### src/sv/stf_pkg.sv
package stf_pkg;

  // Field and register widths
  localparam int DRAW_W   = 16;
  localparam int THRESH_W = 17;
  localparam int RADIUS_W = 6;
  localparam int CFG_W    = 17;

  // Configuration register indexes
  typedef enum logic [1:0] {
    REG_ENABLE         = 2'd0,
    REG_ADD_MODE       = 2'd1,
    REG_FIRE_THRESHOLD = 2'd2,
    REG_SEARCH_RADIUS  = 2'd3
  } stf_reg_t;

  typedef struct packed {
    logic                enable;
    logic                add_mode;
    logic [THRESH_W-1:0] fire_threshold;
    logic [RADIUS_W-1:0] search_radius;
  } stf_cfg_t;

  // One beat on the input channel
  typedef struct packed {
    logic              spike_in;
    logic [DRAW_W-1:0] random_draw;
    logic              last_sample;
  } stf_sample_t;

  // One beat on the output channel
  typedef struct packed {
    logic spike_out;
    logic last_out;
  } stf_result_t;

  // One window entry as kept in the RAM
  typedef struct packed {
    logic spike;
    logic fire;
    logic changed;
  } stf_entry_t;

  typedef enum logic [2:0] {
    ST_IDLE,
    ST_SCAN,
    ST_SCAN_CHK,
    ST_SRCH,
    ST_SRCH_CHK,
    ST_EMIT_RD,
    ST_EMIT_WR
  } stf_state_t;

endpackage

### src/sv/stf_stream_if.sv
interface stf_stream_if #(
  parameter type payload_t = logic
);
  logic     valid;
  logic     ready;
  payload_t data;

  modport source (output valid, output data, input ready);
  modport sink (input valid, input data, output ready);
endinterface

### src/sv/stf_ram.sv
module stf_ram #(
  parameter int WIDTH = 3,
  parameter int DEPTH = 64
) (
  input  logic                     clk,
  input  logic                     we,
  input  logic [$clog2(DEPTH)-1:0] waddr,
  input  logic [WIDTH-1:0]         wdata,
  input  logic [$clog2(DEPTH)-1:0] raddr,
  output logic [WIDTH-1:0]         rdata
);

  logic [WIDTH-1:0] mem [DEPTH];

  // Write port and registered read port
  always_ff @(posedge clk) begin
    if (we) begin
      mem[waddr] <= wdata;
    end
    rdata <= mem[raddr];
  end

endmodule

### src/sv/stf_ctrl.sv
module stf_ctrl
  import stf_pkg::*;
#(
  parameter int MAX_RADIUS = 32,
  parameter int AW         = $clog2(2 * MAX_RADIUS)
) (
  input  logic                 clk,
  input  logic                 rst,
  input  stf_cfg_t             cfg,
  stf_stream_if.sink           samples,
  stf_stream_if.source         results,
  output logic                 ram_we,
  output logic [AW-1:0]        ram_waddr,
  output stf_entry_t           ram_wdata,
  output logic [AW-1:0]        ram_raddr,
  input  stf_entry_t           ram_rdata
);

  localparam int WIN = 2 * MAX_RADIUS - 1;
  localparam int CW  = $clog2(4 * MAX_RADIUS);

  stf_state_t        state, state_next;
  logic [AW-1:0]     head, head_next;
  logic [CW-1:0]     fill, fill_next;
  logic [CW-1:0]     lim, lim_next;
  logic [CW-1:0]     sa, sa_next;
  logic [CW-1:0]     j, j_next;
  logic [CW-1:0]     cand, cand_next;
  logic              behind, behind_next;
  logic              flush, flush_next;
  logic              out_valid, out_valid_next;
  stf_result_t       out_data, out_data_next;

  logic [RADIUS_W:0] radius_sat;
  logic [CW-1:0]     r;
  logic [CW-1:0]     d;
  logic [CW-1:0]     two_d;
  logic [CW-1:0]     scan_end;
  logic [CW-1:0]     emit_floor;
  logic [CW-1:0]     behind_age;
  logic [CW-1:0]     cand_age;
  logic              cand_ok;
  logic              want;
  logic              fired;
  stf_sample_t       beat;

  function automatic logic [AW-1:0] addr_of(input logic [AW-1:0] hd, input logic [CW-1:0] age);
    return hd - age[AW-1:0];
  endfunction

  // Effective radius, clamped to 1..MAX_RADIUS
  always_comb begin
    if (cfg.search_radius == '0) begin
      radius_sat = (RADIUS_W+1)'(1);
    end else if ({1'b0, cfg.search_radius} > (RADIUS_W+1)'(MAX_RADIUS)) begin
      radius_sat = (RADIUS_W+1)'(MAX_RADIUS);
    end else begin
      radius_sat = {1'b0, cfg.search_radius};
    end
  end

  assign r          = radius_sat[CW-1:0];
  assign d          = r - CW'(1);
  assign two_d      = {d[CW-2:0], 1'b0};
  assign scan_end   = (lim < fill) ? lim : fill;
  assign emit_floor = flush ? '0 : two_d;
  assign want       = ~cfg.add_mode;
  assign beat       = samples.data;
  assign fired      = cfg.enable && ({1'b0, beat.random_draw} < cfg.fire_threshold);

  // Next candidate of the outward search: ahead at age sa-j, behind at sa+j
  assign behind_age = sa + j;
  assign cand_age   = behind ? behind_age : (sa - j);
  assign cand_ok    = behind ? (behind_age < fill) : (j <= sa);

  assign samples.ready = (state == ST_IDLE);
  assign results.valid = out_valid;
  assign results.data  = out_data;

  // Sequencer: next state, RAM access and bookkeeping
  always_comb begin
    state_next     = state;
    head_next      = head;
    fill_next      = fill;
    lim_next       = lim;
    sa_next        = sa;
    j_next         = j;
    cand_next      = cand;
    behind_next    = behind;
    flush_next     = flush;
    out_valid_next = out_valid && !results.ready;
    out_data_next  = out_data;
    ram_we         = 1'b0;
    ram_waddr      = addr_of(head, cand);
    ram_wdata      = '{spike: ram_rdata.spike, fire: ram_rdata.fire, changed: 1'b1};
    ram_raddr      = addr_of(head, sa);

    case (state)
      ST_IDLE: begin
        if (samples.valid) begin
          // Push the new sample as age 0
          ram_we      = 1'b1;
          ram_waddr   = head + AW'(1);
          ram_wdata   = '{spike: beat.spike_in, fire: fired, changed: 1'b0};
          head_next   = head + AW'(1);
          fill_next   = fill + CW'(1);
          lim_next    = lim + CW'(1);
          flush_next  = beat.last_sample;
          sa_next     = beat.last_sample ? '0 : d;
          state_next  = ST_SCAN;
        end
      end

      ST_SCAN: begin
        // Walk the ages that may still carry an unsearched fire mark
        if (sa < scan_end) begin
          ram_raddr  = addr_of(head, sa);
          state_next = ST_SCAN_CHK;
        end else begin
          state_next = ST_EMIT_RD;
        end
      end

      ST_SCAN_CHK: begin
        if (ram_rdata.fire) begin
          if (ram_rdata.spike == want) begin
            ram_we     = 1'b1;
            ram_waddr  = addr_of(head, sa);
            sa_next    = sa + CW'(1);
            state_next = ST_SCAN;
          end else begin
            j_next      = CW'(1);
            behind_next = 1'b0;
            state_next  = ST_SRCH;
          end
        end else begin
          sa_next    = sa + CW'(1);
          state_next = ST_SCAN;
        end
      end

      ST_SRCH: begin
        if (j >= r) begin
          sa_next    = sa + CW'(1);
          state_next = ST_SCAN;
        end else if (cand_ok) begin
          ram_raddr  = addr_of(head, cand_age);
          cand_next  = cand_age;
          state_next = ST_SRCH_CHK;
        end else begin
          behind_next = !behind;
          j_next      = behind ? j + CW'(1) : j;
        end
      end

      ST_SRCH_CHK: begin
        if (ram_rdata.spike == want) begin
          ram_we     = 1'b1;
          ram_waddr  = addr_of(head, cand);
          sa_next    = sa + CW'(1);
          state_next = ST_SCAN;
        end else begin
          behind_next = !behind;
          j_next      = behind ? j + CW'(1) : j;
          state_next  = ST_SRCH;
        end
      end

      ST_EMIT_RD: begin
        // Drain the oldest entries while the fill exceeds 2*(radius-1), or down to empty on a flush
        if (fill > emit_floor) begin
          if (!out_valid || results.ready) begin
            ram_raddr  = addr_of(head, fill - CW'(1));
            state_next = ST_EMIT_WR;
          end
        end else begin
          lim_next   = flush ? '0 : ((lim < d) ? lim : d);
          state_next = ST_IDLE;
        end
      end

      ST_EMIT_WR: begin
        out_valid_next = 1'b1;
        out_data_next  = '{spike_out: ram_rdata.spike ^ ram_rdata.changed,
                           last_out:  flush && (fill == CW'(1))};
        fill_next      = fill - CW'(1);
        state_next     = ST_EMIT_RD;
      end

      default: begin
        state_next = ST_IDLE;
      end
    endcase
  end

  // Control registers
  always_ff @(posedge clk) begin
    if (rst) begin
      state     <= ST_IDLE;
      head      <= '0;
      fill      <= '0;
      lim       <= '0;
      flush     <= 1'b0;
      out_valid <= 1'b0;
    end else begin
      state     <= state_next;
      head      <= head_next;
      fill      <= fill_next;
      lim       <= lim_next;
      flush     <= flush_next;
      out_valid <= out_valid_next;
    end
  end

  // Working registers of the scan and search
  always_ff @(posedge clk) begin
    sa       <= sa_next;
    j        <= j_next;
    cand     <= cand_next;
    behind   <= behind_next;
    out_data <= out_data_next;
  end

`ifndef SYNTHESIS
  a_fill_bound: assert property (@(posedge clk) disable iff (rst)
    fill <= CW'(WIN))
    else $error("window fill exceeds its depth");

  a_slot_free: assert property (@(posedge clk) disable iff (rst)
    (state == ST_EMIT_WR) |-> !out_valid)
    else $error("result lands on an occupied output slot");

  a_flush_empty: assert property (@(posedge clk) disable iff (rst)
    (state == ST_IDLE && $past(state) == ST_EMIT_RD && flush) |-> (fill == '0))
    else $error("flush left entries in the window");

  a_lim_bound: assert property (@(posedge clk) disable iff (rst)
    (state == ST_IDLE) |-> (lim < CW'(MAX_RADIUS)))
    else $error("unsearched bound out of range between items");

  a_cand_pending: assert property (@(posedge clk) disable iff (rst)
    (state == ST_SRCH_CHK) |-> (cand < fill))
    else $error("search reached past the pending entries");
`endif

endmodule

### src/sv/spike_train_random_flip.sv
// Steps: an item is taken in idle; each window age scanned for a fire mark is read, then checked;
//   each search candidate is read, then checked (skipped unread when off the window); each result
//   is read, then written out, and waits while the output slot is still full.
// Throughput: one item at a time, paced by the single RAM read port.
// Reset: synchronous rst empties the window and restores the register defaults; the
//   window RAM is not cleared, stale entries sit beyond the fill count and are never used.
module spike_train_random_flip
  import stf_pkg::*;
#(
  parameter int MAX_RADIUS = 32
) (
  input  logic             clk,
  input  logic             rst,
  input  logic             cfg_we,
  input  stf_reg_t         cfg_index,
  input  logic [CFG_W-1:0] cfg_data,
  stf_stream_if.sink       samples,
  stf_stream_if.source     results
);

  localparam int AW    = $clog2(2 * MAX_RADIUS);
  localparam int DEPTH = 2 ** AW;

  stf_cfg_t      cfg;
  logic          ram_we;
  logic [AW-1:0] ram_waddr;
  logic [AW-1:0] ram_raddr;
  stf_entry_t    ram_wdata;
  stf_entry_t    ram_rdata;

  // Configuration registers
  always_ff @(posedge clk) begin
    if (rst) begin
      cfg.enable         <= 1'b0;
      cfg.add_mode       <= 1'b1;
      cfg.fire_threshold <= '0;
      cfg.search_radius  <= RADIUS_W'(1);
    end else if (cfg_we) begin
      case (cfg_index)
        REG_ENABLE:         cfg.enable         <= cfg_data[0];
        REG_ADD_MODE:       cfg.add_mode       <= cfg_data[0];
        REG_FIRE_THRESHOLD: cfg.fire_threshold <= cfg_data[THRESH_W-1:0];
        REG_SEARCH_RADIUS:  cfg.search_radius  <= cfg_data[RADIUS_W-1:0];
        default:            cfg                <= cfg;
      endcase
    end
  end

  // Circular window of samples, fire marks and change marks
  stf_ram #(
    .WIDTH ($bits(stf_entry_t)),
    .DEPTH (DEPTH)
  ) u_window (
    .clk   (clk),
    .we    (ram_we),
    .waddr (ram_waddr),
    .wdata (ram_wdata),
    .raddr (ram_raddr),
    .rdata (ram_rdata)
  );

  stf_ctrl #(
    .MAX_RADIUS (MAX_RADIUS),
    .AW         (AW)
  ) u_ctrl (
    .clk       (clk),
    .rst       (rst),
    .cfg       (cfg),
    .samples   (samples),
    .results   (results),
    .ram_we    (ram_we),
    .ram_waddr (ram_waddr),
    .ram_wdata (ram_wdata),
    .ram_raddr (ram_raddr),
    .ram_rdata (ram_rdata)
  );

endmodule
### src/flat_wrapper.sv
// flat-port wrapper written by rule: the top's interface ports become plain ports
module spike_train_random_flip_flat import stf_pkg::*;
#(
  parameter int MAX_RADIUS = 32
)
  (clk, rst, cfg_we, cfg_index, cfg_data, samples_valid, samples_data, samples_ready, results_valid, results_data, results_ready);
  stf_stream_if samples_i ();
  stf_stream_if results_i ();
  input  logic clk;
  input  logic rst;
  input  logic cfg_we;
  input  stf_reg_t cfg_index;
  input  logic [CFG_W-1:0] cfg_data;
  input wire logic [$bits(samples_i.valid)-1:0] samples_valid;
  input wire logic [$bits(samples_i.data)-1:0] samples_data;
  output wire logic [$bits(samples_i.ready)-1:0] samples_ready;
  output wire logic [$bits(results_i.valid)-1:0] results_valid;
  output wire logic [$bits(results_i.data)-1:0] results_data;
  input wire logic [$bits(results_i.ready)-1:0] results_ready;
  assign samples_i.valid = samples_valid;
  assign samples_i.data = samples_data;
  assign samples_ready = samples_i.ready;
  assign results_valid = results_i.valid;
  assign results_data = results_i.data;
  assign results_i.ready = results_ready;
  spike_train_random_flip #(.MAX_RADIUS(MAX_RADIUS)) u_core (.clk(clk), .rst(rst), .cfg_we(cfg_we), .cfg_index(cfg_index), .cfg_data(cfg_data), .samples(samples_i), .results(results_i));
endmodule
### config.mk
export PLATFORM = sky130hd
export DESIGN_NAME = spike_train_random_flip_flat
export DESIGN_NICKNAME = d
export VERILOG_FILES = /design/src/sv/stf_pkg.sv /design/src/sv/stf_stream_if.sv /design/src/sv/stf_ram.sv /design/src/sv/stf_ctrl.sv /design/src/sv/spike_train_random_flip.sv /design/src/flat_wrapper.sv
export SDC_FILE = /design/constraint.sdc
export NUM_CORES = 1
export LEC_CHECK = 0
export BUFFER_PORTS_ARGS = -buffer_cell sky130_fd_sc_hd__buf_2
export CAP_MARGIN = 20
export CORE_MARGIN = 1.5
export CORE_UTILIZATION = 25
export CTS_CLUSTER_DIAMETER = 30
export DETAILED_ROUTE_END_ITERATION = 6
export PLACE_DENSITY = 0.4
export SKIP_CTS_REPAIR_TIMING = 1
export SLEW_MARGIN = 20
export SYNTH_ARGS = -nofsm -noshare
export SYNTH_HDL_FRONTEND = slang
export SYNTH_SLANG_ARGS = --single-unit
export TNS_END_PERCENT = 20
### constraint.sdc
create_clock -name clk -period 4.8 [get_ports clk]
set_clock_uncertainty 0.15 [all_clocks]
set_input_delay 0 -clock clk [delete_from_list [all_inputs] [get_ports clk]]
set_output_delay 0 -clock clk [all_outputs]
set_load 0.01 [all_outputs]
==> flow_summary.ini <==
[outcome]
outcome = complete, no violations

[placement]
place_area_mm2 = 0.0131
gp_congestion = 0.811
port_buffers = 27
dpl.hpwl_um = 25700

[die]
fp.dieH_um = 219
start_util = 0.255
rows = 78
die_w_um = 219
core_mm2 = 0.0456
dieArea_mm2 = 0.0478
ioPinCount = 28

[pwr]
p_per_area_mw_per_mm2 = 617
sw_frac_of_total = 0.348
p_seq_frac = 0.237
p_sw_w = 0.00335
internal-power_w = 0.00628
peakVddDrop_mv = 0.305
total_power_w = 0.00963
leakage_nw = 6.04
power_frac_comb = 0.392
p_clk_frac = 0.371

[routing]
drc = 0
drt-vias-per-instance = 4.70
wl_um = 35600
first_iter_violations = 505
routedWlPerCell_um = 18.0
via_count = 9276
dr.pass1.iters = 5
drtAntennaViolNets = 0

[finish]
nFillCells = 4612
final_area_mm2 = 0.0156
num-nets-final = 1440
layout_commonest_cell = edfxtp_1
n_antenna_cell = 0
multi_input_area_mm2 = 0.00577
register_area_mm2 = 0.00555
syn_to_final_growth_pct = 34.4
most-common-layout-cells = 150 x edfxtp_1, 140 x nor2_1, 96 x buf_4
drive_gt1_frac = 0.185

[run]
cap_viol_max_count = 0

[setup_path]
crit_path_end_kind = flip-flop
crit_type = reg2reg
required_ns = 5.13
startpoint = u_core.u_ctrl.j[1]
worstReg2RegStart = u_core.u_ctrl.j[1]
critPathArrivalTime_ns = 5.05
cp-start-kind = flip-flop
crit_path_max_fanout = 7

[global_route]
antenna_found_initial = 0
track_usage = 0.150
grt-ovfl-total = 0
grt_pass1_wl_um = 54100
grt_pass1_vias = 9267
grt_max_degree = 56

[yosys]
synth-edff-count = 150
synth_top_flop_cell = edfxtp_1
yosys_warnings = 0
synthArstFlopShare = 0
synth_cell_types = 73
synth.yosys.seq_area_share = 0.477
synth_area_mm2 = 0.0116
synth_cells = 1126
syn_area_per_cell_um2 = 10.3
synth-seq-cells = 202

[timing]
post-route-period-util = 0.983
final-hold-violation-count = 0
tightest_slew_ns = 1.03
setup_viol = 0
tns_ns = 0
max-slew-margin-rel = 0.316
rsz0062_at_grt = true
period_needed_ns = 4.72
max_freq_ghz = 0.212
slew_viol_final = 0

[cts]
cts_htree_levels = 2
cts_tree = done
clk_pin_slew_ns = 0.04
cts_sinks = 202
insertion_delay_ns = 0.59
cts_buffer_depth = 3
clock-root-buffer = clkbuf_16
cts_buffers = 54

[hold_path]
hold_start = cfg_data[1]
min_path_type = in2reg
[worst max-delay path: stages, from the launching register on]
cell and delay (ns):
edfxtp_1 0.51, ha_4 0.33, nor2b_1 0.04, o21a_1 0.17
o21bai_1 0.12, a21oi_1 0.09, or3_1 0.33, nand2_1 0.12
ha_4 0.21, a211oi_2 0.20, a2bb2oi_2 0.16, o21ai_2 0.09
o31a_1 0.32, a221o_4 0.46, mux2_4 0.32, nor2_1 0.08
a221o_1 0.11, a211oi_1 0.05, or4_1 0.52, and4_1 0.21
[per-layer routing]
layer | share of wire | GRT usage | routed length (um) | vias to the layer above
li1 | - | - | - | 4541
met1 | 0.47 | 0.197 | 16600 | 4472
met2 | 0.47 | 0.245 | 16500 | 208
met4 | 0.024 | 0.0494 | 863 | 0
met5 | 0 | 0 | 0 | -
met3 | 0.045 | 0.0283 | 1590 | 55
[final timing paths]
check	endpoint	cells after the start	slack (ns)
worst min-delay path	u_core.cfg[1]	4	0.08
worst min register to register	u_core.cfg[11]	2	0.31
worst max-delay path	u_core.u_window.rdata[1]	19	0.08
worst max register to register	u_core.u_window.rdata[1]	19	0.08
[sequential cells by signal, indices dropped and copies added, names as in the netlist, 2 cells and up]
signal	flops
u_core.cfg	25
u_core.u_ctrl.fill	7
u_core.u_window.mem	128
u_core.u_ctrl.state	3
u_core.u_ctrl.sa	7
u_core.u_ctrl.cand	6
u_core.u_ctrl.j	7
u_core.u_window.rdata	2
u_core.u_ctrl.lim	7
u_core.u_ctrl.head	6
[Yosys cell counts (6+ instances only)]
cell type / number / area (um^2)
dfxtp_1: 52 / 1040
a21o_1: 20 / 150
nand2b_1: 12 / 75.1
mux2_1: 8 / 90.1
or3_1: 9 / 56.3
nor4_1: 7 / 43.8
xor2_1: 17 / 149
nand2_1: 95 / 357
xnor2_1: 31 / 272
and2_1: 6 / 37.5
nor2b_1: 10 / 62.6
edfxtp_1: 150 / 4500
o21ai_0: 37 / 185
mux2i_1: 65 / 651
o22ai_1: 15 / 93.8
a21oi_1: 68 / 340
a211oi_1: 12 / 90.1
buf_2: 8 / 40.0
mux2_2: 7 / 78.8
clkbuf_1: 28 / 105
a221oi_1: 6 / 52.6
nor2_1: 141 / 529
nor3_1: 23 / 115
fa_1: 6 / 120
a21boi_0: 6 / 45.0
inv_1: 59 / 221
nand4_1: 9 / 56.3
nand3b_1: 7 / 52.6
or2_2: 8 / 50.1
nand3_1: 27 / 135
ha_1: 82 / 1030
[final cells by class]
class / count / area share
inverter: 60 / 0.0144
sequential: 202 / 0.355
timing repair buffer: 184 / 0.0954
clock buffer: 71 / 0.0946
multi-input combinational: 825 / 0.370
tap: 600 / 0.0481
clock inverter: 30 / 0.0227
[power groups by stage]
| stage | clock (W) | sequential [W] | combinational, W |
|---|---|---|---|
| finish | 0.00357 | 0.00228 | 0.00378 |
| global route | 0.00373 | 0.00229 | 0.00415 |
| CTS | 0.00363 | 0.00228 | 0.00372 |
| detailed placement | 0 | 0.00231 | 0.00370 |
| global placement | 0 | 0.00231 | 0.00369 |
| floorplan | 0 | 0.00229 | 0.00229 |
[per-stage QoR]
stage,worst slack (ns),utilization,hold slack (ns),instances
floorplan,0.00177,-,-0.0140,1127
global placement,-0.0700,0.288,0.0931,1813
detailed placement,-0.173,0.288,0.0975,1813
CTS,-0.152,0.329,-0.523,1914
global route,-0.164,0.343,0.112,1972
finish,0.0798,0.343,0.0793,1972
[logic make-up after synthesis]
group	synth area share
DFF	0.477
buffers and inverters	0.0345
muxes	0.0731
xor gates and xnor gates	0.0362
other	0.000323
adders and majority gates	0.0986
AOI/OAI and AO/OA	0.131
and+or+nand+nor	0.149
Note: power is estimated with default switching activity, not from simulation.
